<file path="src/design/assert_macros.svh">
// assertion macros for the clipper core
`ifndef ASSERT_MACROS_SVH
`define ASSERT_MACROS_SVH
`ifndef SYNTHESIS
`define ASSERT_IMPL(label, cond) \
  label: assert property (@(posedge clk) disable iff (!rst_n) (cond)) else $error("assert fail");
`define ASSERT_NEXT(label, ante, cons) \
  label: assert property (@(posedge clk) disable iff (!rst_n) (ante) |=> (cons)) \
    else $error("assert fail");
`else
`define ASSERT_IMPL(label, cond)
`define ASSERT_NEXT(label, ante, cons)
`endif
`endif

</file>
<file path="src/design/elc_pkg.sv">
package elc_pkg;
  localparam int SampleWidth = 16;
  localparam int DelayDepth = 64;
  localparam int PtrWidth = $clog2(DelayDepth);
  localparam int OneLevel = 1 << (SampleWidth - 4);
  // dividend is mag*ONE: sample width + frac bits
  localparam int DivWidth = SampleWidth + SampleWidth - 4;
  typedef logic signed [SampleWidth-1:0] sample_t;
  typedef logic [SampleWidth-1:0] env_t;
endpackage

</file>
<file path="src/design/envelope_lookahead_clipper_core.sv">
// channel | handshake             | fields
// input   | in_valid / in_ready   | in_sample_i, in_sample_q
// result  | out_valid / out_ready | out_delayed_i, out_delayed_q, out_excess_i, out_excess_q
// one item runs: accept in idle, read, 16 root steps, peak, two 28-step divides (I then Q,
// each after its load state) and the output state, all on one shared compare-subtract unit
// in_ready is high only in idle; a result waiting in the output registers lets the
// next item run and stalls it only in its output cycle until the result is taken
// reset (rst_n low, synchronous) clears pointers, envelope ring and the delay valid
// bits; delay entries never written read as zero through those per-entry valid bits
module envelope_lookahead_clipper_core (
  input  logic clk,
  input  logic rst_n,
  input  logic in_valid,
  output logic in_ready,
  input  logic signed [elc_pkg::SampleWidth-1:0] in_sample_i,
  input  logic signed [elc_pkg::SampleWidth-1:0] in_sample_q,
  output logic out_valid,
  input  logic out_ready,
  output logic signed [elc_pkg::SampleWidth-1:0] out_delayed_i,
  output logic signed [elc_pkg::SampleWidth-1:0] out_delayed_q,
  output logic signed [elc_pkg::SampleWidth-1:0] out_excess_i,
  output logic signed [elc_pkg::SampleWidth-1:0] out_excess_q
);
`include "assert_macros.svh"
  localparam int SW = elc_pkg::SampleWidth;
  localparam int DD = elc_pkg::DelayDepth;
  localparam int PW = elc_pkg::PtrWidth;
  localparam int DW = elc_pkg::DivWidth;
  localparam int SHW = 2 * SW;
  localparam int RW = SW + 3;
  localparam int CW = $clog2(DW + 1);

  localparam logic [3:0] S_IDLE  = 4'd0;
  localparam logic [3:0] S_READ  = 4'd1;
  localparam logic [3:0] S_ROOT  = 4'd2;
  localparam logic [3:0] S_PEAK  = 4'd3;
  localparam logic [3:0] S_LOADI = 4'd4;
  localparam logic [3:0] S_DIVI  = 4'd5;
  localparam logic [3:0] S_LOADQ = 4'd6;
  localparam logic [3:0] S_DIVQ  = 4'd7;
  localparam logic [3:0] S_OUT   = 4'd8;

  logic [3:0] state_r;
  logic [PW-1:0] wp_r;
  logic [1:0] ep_r;
  logic [DD-1:0] vld_r;
  elc_pkg::sample_t mem_i [DD];
  elc_pkg::sample_t mem_q [DD];
  elc_pkg::env_t env_r [4];
  elc_pkg::sample_t si_r, sq_r, di_r, dq_r, xi_r, xq_r;
  logic rd_ok_r, pv_ok_r;
  logic [CW-1:0] cnt_r;
  // shared shift-subtract unit state
  logic [SHW-1:0] sh_r;
  logic [RW-1:0] rem_r;
  logic [SW-1:0] acc_r;
  elc_pkg::env_t peak_r;
  elc_pkg::sample_t exi_r;
  elc_pkg::sample_t out_di_r, out_dq_r, out_ei_r, out_eq_r;
  logic out_valid_r;
  logic in_fire, out_load;

  logic [PW-1:0] rd_ptr, pv_ptr;
  assign rd_ptr = (wp_r == PW'(DD - 1)) ? '0 : wp_r + 1'b1;
  assign pv_ptr = (wp_r == '0) ? PW'(DD - 1) : wp_r - 1'b1;

  // square magnitude
  logic [SW-1:0] mi, mq;
  logic [SHW-1:0] mi2, mq2, sq_sum;
  assign mi = si_r[SW-1] ? SW'(-si_r) : SW'(si_r);
  assign mq = sq_r[SW-1] ? SW'(-sq_r) : SW'(sq_r);
  assign mi2 = mi * mi;
  assign mq2 = mq * mq;
  assign sq_sum = mi2 + mq2;

  // shared compare-subtract: root takes two bits a step, divide one
  logic u_root, u_ge;
  logic [RW-1:0] u_a, u_b, u_diff;
  assign u_root = (state_r == S_ROOT);
  assign u_a = u_root ? {rem_r[RW-3:0], sh_r[SHW-1 -: 2]} : {rem_r[RW-2:0], sh_r[SHW-1]};
  assign u_b = u_root ? {{(RW-SW-2){1'b0}}, acc_r, 2'b01} : {{(RW-SW){1'b0}}, peak_r};
  assign u_diff = u_a - u_b;
  assign u_ge = (u_a >= u_b);

  // peak of three newest, floored
  elc_pkg::env_t e0, e1, e2, pk01, pk;
  assign e0 = env_r[ep_r];
  assign e1 = env_r[ep_r - 2'd1];
  assign e2 = env_r[ep_r - 2'd2];
  assign pk01 = (e0 > e1) ? e0 : e1;
  assign pk = (pk01 > e2) ? pk01 : e2;

  // magnitude times one, left aligned in the shift register
  function automatic logic [SHW-1:0] mag_num(input elc_pkg::sample_t x);
    logic [SW-1:0] m;
    m = x[SW-1] ? SW'(-x) : SW'(x);
    return {m, {SW{1'b0}}};
  endfunction

  function automatic elc_pkg::sample_t excess(input elc_pkg::sample_t x,
                                              input logic [SW-1:0] q);
    elc_pkg::sample_t c;
    c = elc_pkg::sample_t'(q);
    return x[SW-1] ? x + c : x - c;
  endfunction

  assign in_ready = (state_r == S_IDLE);
  assign in_fire = in_valid && in_ready;
  assign out_load = (state_r == S_OUT) && (!out_valid_r || out_ready);

  // delay line memories
  always_ff @(posedge clk) begin
    if (in_fire) begin
      mem_i[wp_r] <= in_sample_i;
      mem_q[wp_r] <= in_sample_q;
    end
    di_r <= mem_i[rd_ptr];
    dq_r <= mem_q[rd_ptr];
    xi_r <= mem_i[pv_ptr];
    xq_r <= mem_q[pv_ptr];
  end

  // sequencer
  always_ff @(posedge clk) begin
    if (!rst_n) begin
      state_r <= S_IDLE;
      wp_r <= '0;
      ep_r <= '0;
      vld_r <= '0;
      out_valid_r <= 1'b0;
      for (int k = 0; k < 4; k++) env_r[k] <= '0;
    end else begin
      out_valid_r <= out_load || (out_valid_r && !out_ready);
      unique case (state_r) inside
        S_IDLE: begin
          if (in_fire) begin
            si_r <= in_sample_i;
            sq_r <= in_sample_q;
            state_r <= S_READ;
          end
        end
        S_READ: begin
          rd_ok_r <= vld_r[rd_ptr];
          pv_ok_r <= vld_r[pv_ptr];
          vld_r[wp_r] <= 1'b1;
          sh_r <= sq_sum;
          rem_r <= '0;
          acc_r <= '0;
          cnt_r <= CW'(SW);
          state_r <= S_ROOT;
        end
        S_ROOT, S_DIVI, S_DIVQ: begin
          sh_r <= u_root ? (sh_r << 2) : (sh_r << 1);
          rem_r <= u_ge ? u_diff : u_a;
          acc_r <= {acc_r[SW-2:0], u_ge};
          cnt_r <= cnt_r - 1'b1;
          if (cnt_r == CW'(1)) begin
            if (state_r == S_ROOT) state_r <= S_PEAK;
            else if (state_r == S_DIVI) state_r <= S_LOADQ;
            else state_r <= S_OUT;
          end
        end
        S_PEAK: begin
          env_r[ep_r] <= acc_r;
          state_r <= S_LOADI;
        end
        S_LOADI: begin
          peak_r <= (pk < elc_pkg::env_t'(elc_pkg::OneLevel)) ?
                    elc_pkg::env_t'(elc_pkg::OneLevel) : pk;
          sh_r <= mag_num(pv_ok_r ? xi_r : '0);
          rem_r <= '0;
          acc_r <= '0;
          cnt_r <= CW'(DW);
          state_r <= S_DIVI;
        end
        S_LOADQ: begin
          exi_r <= excess(pv_ok_r ? xi_r : '0, acc_r);
          sh_r <= mag_num(pv_ok_r ? xq_r : '0);
          rem_r <= '0;
          acc_r <= '0;
          cnt_r <= CW'(DW);
          state_r <= S_DIVQ;
        end
        S_OUT: begin
          // hold here while the previous result still waits
          if (out_load) begin
            out_di_r <= rd_ok_r ? di_r : '0;
            out_dq_r <= rd_ok_r ? dq_r : '0;
            out_ei_r <= exi_r;
            out_eq_r <= excess(pv_ok_r ? xq_r : '0, acc_r);
            wp_r <= rd_ptr;
            ep_r <= ep_r + 1'b1;
            state_r <= S_IDLE;
          end
        end
        default: state_r <= S_IDLE;
      endcase
    end
  end

  assign out_valid = out_valid_r;
  assign out_delayed_i = out_di_r;
  assign out_delayed_q = out_dq_r;
  assign out_excess_i = out_ei_r;
  assign out_excess_q = out_eq_r;

  `ASSERT_IMPL(a_busy_not_ready, !(state_r != S_IDLE && in_ready))
  `ASSERT_IMPL(a_state_legal, state_r <= S_OUT)
  `ASSERT_NEXT(a_out_sets, out_load, out_valid_r)
  `ASSERT_NEXT(a_out_hold, out_valid_r && !out_ready, out_valid_r && $stable(out_eq_r))
endmodule
</file>
<file path="config.mk">
export PLATFORM = sky130hd
export DESIGN_NAME = envelope_lookahead_clipper_core
export DESIGN_NICKNAME = d
export VERILOG_FILES = /design/src/design/elc_pkg.sv /design/src/design/envelope_lookahead_clipper_core.sv
export VERILOG_INCLUDE_DIRS = /design/src /design/src/design
export SDC_FILE = /design/constraint.sdc
export NUM_CORES = 2
export LEC_CHECK = 0
export ABC_CLOCK_PERIOD_IN_PS = 10700
export BUFFER_PORTS_ARGS = -buffer_cell sky130_fd_sc_hd__buf_2
export CAP_MARGIN = 10
export CELL_PAD_IN_SITES_DETAIL_PLACEMENT = 0
export CELL_PAD_IN_SITES_GLOBAL_PLACEMENT = 2
export CORE_ASPECT_RATIO = 1.2
export CORE_MARGIN = 1
export CORE_UTILIZATION = 48
export DETAILED_ROUTE_END_ITERATION = 10
export HOLD_SLACK_MARGIN = 0.12
export PLACE_DENSITY = 0.84
export SLEW_MARGIN = 20
export SYNTH_ARGS = -nofsm -noshare
export SYNTH_HDL_FRONTEND = slang
export SYNTH_SLANG_ARGS = --single-unit
</file>
<file path="constraint.sdc">
create_clock -name clk -period 10.7 [get_ports clk]
set_input_delay 1.07 -clock clk [delete_from_list [all_inputs] [get_ports clk]]
set_output_delay 1.07 -clock clk [all_outputs]
set_load 0.005 [all_outputs]
</file>
==> impl_metrics.csv <==
group,metric,value,unit
cts,clock_latency,0.94,ns
synth,synthAdderAreaFrac,8.56,%
cells_and_area,final_common_cell,"edfxtp_1",
grt,antenna_found_initial,35,
cts,cts-root-buf,"clkbuf_16",
synth,yosysWarningCount,0,
cells_and_area,drive_gt1_share,23.3,%
worst_hold_path,min_from,"exi_r[12]",
grt,grt_pass1_wl,595,mm
detailed_routing,drt-pass1-iter-count,6,
detailed_routing,drtIter0Drc,10800,
timing,min_period_over_period,93.4,%
setup_path,worstSetupPathType,"register to register",
die,core,271000,µm²
die,io_pins,102,
setup_path,worstReg2RegStart,"si_r[0]",
placed_design,detailed_place_hpwl,256,mm
synth,ys_types,79,
cts,cts_setup_buffers,0,
die,start_util,48.5,%
die,die-area,276000,µm²
status,status,"finished clean",
worst_hold_path,worstHoldPathCells,0,
setup_path,cp-start-kind,"register",
detailed_routing,post-route-drc-count,0,
cts,numCtsBuffers,244,
cells_and_area,fin_nets,9187,
die,die_w,479,µm
grt,grt-ovfl-total,0,
die,die-height,575,µm
timing,report.final.slew_viol_count,0,
setup_path,r2r_end,"sh_r[31]",
synth,synth_top_family_by_area,"multiplexers",
setup_path,crit_fanout,10,
die,row_count,209,
setup_path,path_common_cell,"fa_1",
timing,slew_headroom,12.9,%
cells_and_area,fillers,21800,
setup_path,r2r_cells,31,
synth,synth_edf_count,2313,
synth,synth_top_flop_cell,"edfxtp_1",
synth,synth-seq-area-share,55.1,%
synth,synth_compound_area_share,5.40,%
cts,clkTransAtPathRegs,0.06,ns
cts,hold_buffers,0,
timing,setup_viol,0,
cts,h-tree-depth,4,
worst_hold_path,holdPathEnd,"out_excess_i[12]",
cts,cts_tree,"done",
setup_path,end_kind,"register",
detailed_routing,via_count,82000,
grt,grt_pass1_vias,82500,
synth,synth_xor_area_share,1.17,%
timing,rsz0062_at_grt,"false",
setup_path,startpoint,"si_r[0]",
synth,syn_area,131000,µm²
worst_hold_path,hold_class,"register to register",
placed_design,io_buffers,101,
cts,clock-sinks,2456,
detailed_routing,antenna_left,0,
detailed_routing,drt_wl_total,419,mm
synth,synth.area.top_cells,"edfxtp_1, mux4_2, fa_1, ha_1, nand2_1",
timing,worst_pin_slew,1.30,ns
grt,grt_max_degree,170,
timing,hold_viol,0,
synth,synth_top_area_cell,"edfxtp_1",
cells_and_area,syn_to_final_growth,10.6,%
detailed_routing,wl_per_cell,34.1,µm
cells_and_area,final_cell_mix,"edfxtp_1, mux4_2, nand2_1, inv_1, fa_1",
placed_design,gp_congestion,0.888,
synth,synthArstFlopShare,0,%
detailed_routing,vias_per_cell,6.68,
timing,period_needed,9.99,ns
synth,synth_top_area_share,52.9,%
setup_path,worstPathArrival,10.65,ns
setup_path,required,11.36,ns
run,cap_violations,0,
timing,finalClockSkew,0.0721,ns
grt,grt_use_total,30.3,%
setup_path,critical-path-max-stage-delay,0.63,ns
setup_path,r2r_slack,0.71,ns
cts,cts_resized,0,
synth,syn-instance-count,8431,
timing,fmax,100,MHz
synth,synth.area.mux_share,20.3,%
synth,synth-seq-cells,2456,
synth,synth_simple_gate_area_share,6.00,%
cts,clk_path_buf_depth,4,
setup_path,critPathSlowestCell,"or4b_2",
synth,postSynthAreaPerCell,15.6,µm²
timing,finalSetupTns,0,ns
==> Yosys cell counts, types with 143 or more instances <==
library cell and n:
a211oi_1 267, and2_1 278, clkbuf_1 407, dfxtp_1 143, edfxtp_1 2313, fa_1 386
ha_1 280, inv_1 573, mux4_2 1144, nand2_1 860, nor2_1 342, o21ai_0 145
==> area by class of cell <==
cell class / count / area (µm²) / area share [%]
multi-input combinational: 4851 / 55300 / 38.1
tap: 3587 / 4490 / 3.09
antenna: 13 / 32.5 / 0.0224
clock buffer: 294 / 6410 / 4.41
timing repair buffer: 344 / 2880 / 1.98
sequential: 2456 / 72300 / 49.8
inverter: 588 / 2210 / 1.52
clock inverter: 154 / 1580 / 1.09
==> registers in the layout, indices dropped and copies added (netlist names), 18 cells and up, named ones only <==
name   cells
env_r     64
mem_i   1024
mem_q   1024
rem_r     18
sh_r      32
vld_r     64
==> critical path, delay by kind of cell, from the launching register on <==
family / cells / cell delay [ns]
AND/OR/NAND/NOR: 9 / 2.76
flip-flops: 1 / 0.40
buffers and inverters: 7 / 0.77
AO/OA/AOI/OAI: 4 / 0.97
adder cells (fa/ha/maj): 10 / 4.42
XOR/XNOR: 1 / 0.40
==> stage by stage <==
step	hold slack, ns	utilization, %	setup WS [ns]	instance area (µm²)	instances
floorplan	0.400	-	1.53	131000	8453
finish	0.419	53.6	0.705	145000	12300
global route	0.423	53.6	0.109	145000	12300
CTS	0.419	53.6	0.740	145000	12300
global placement	0.405	50.5	0.865	137000	11800
detailed placement	0.405	50.6	0.728	137000	11800
==> routing by layer <==
| layer | part of all wire (%) | vias up | global-route usage (%) |
|---|---|---|---|
| li1 | - | 33000 | - |
| met1 | 35 | 42900 | 38.0 |
| met3 | 11 | 1025 | 7.33 |
| met4 | 6.0 | 26 | 15.7 |
| met5 | 0.042 | - | 0 |
| met2 | 48 | 5104 | 49.1 |
==> worst max-delay path by stage <==
stage | endpoint | slack (ns) | cells after the start
detailed placement | sh_r[31] | 0.73 | 31
global route | sh_r[31] | 0.11 | 31
finish | sh_r[31] | 0.71 | 31
CTS | sh_r[31] | 0.74 | 31
global placement | sh_r[31] | 0.86 | 31
floorplan | sh_r[31] | 1.53 | 32
==> logic make-up (layout without fill, tap and decap cells) <==
logic type	after synthesis	after routing
compound gates	1007	1007
xor+xnor	174	174
fa+ha+maj	666	666
buf+inv	1146	1380
flops	2456	2456
mux	1231	1231
other cells	2	37
simple gates	1749	1749
Power is left out: the tool's default activity adds up to more than one toggle a clock period on the data nets, which glitch-free logic cannot reach.
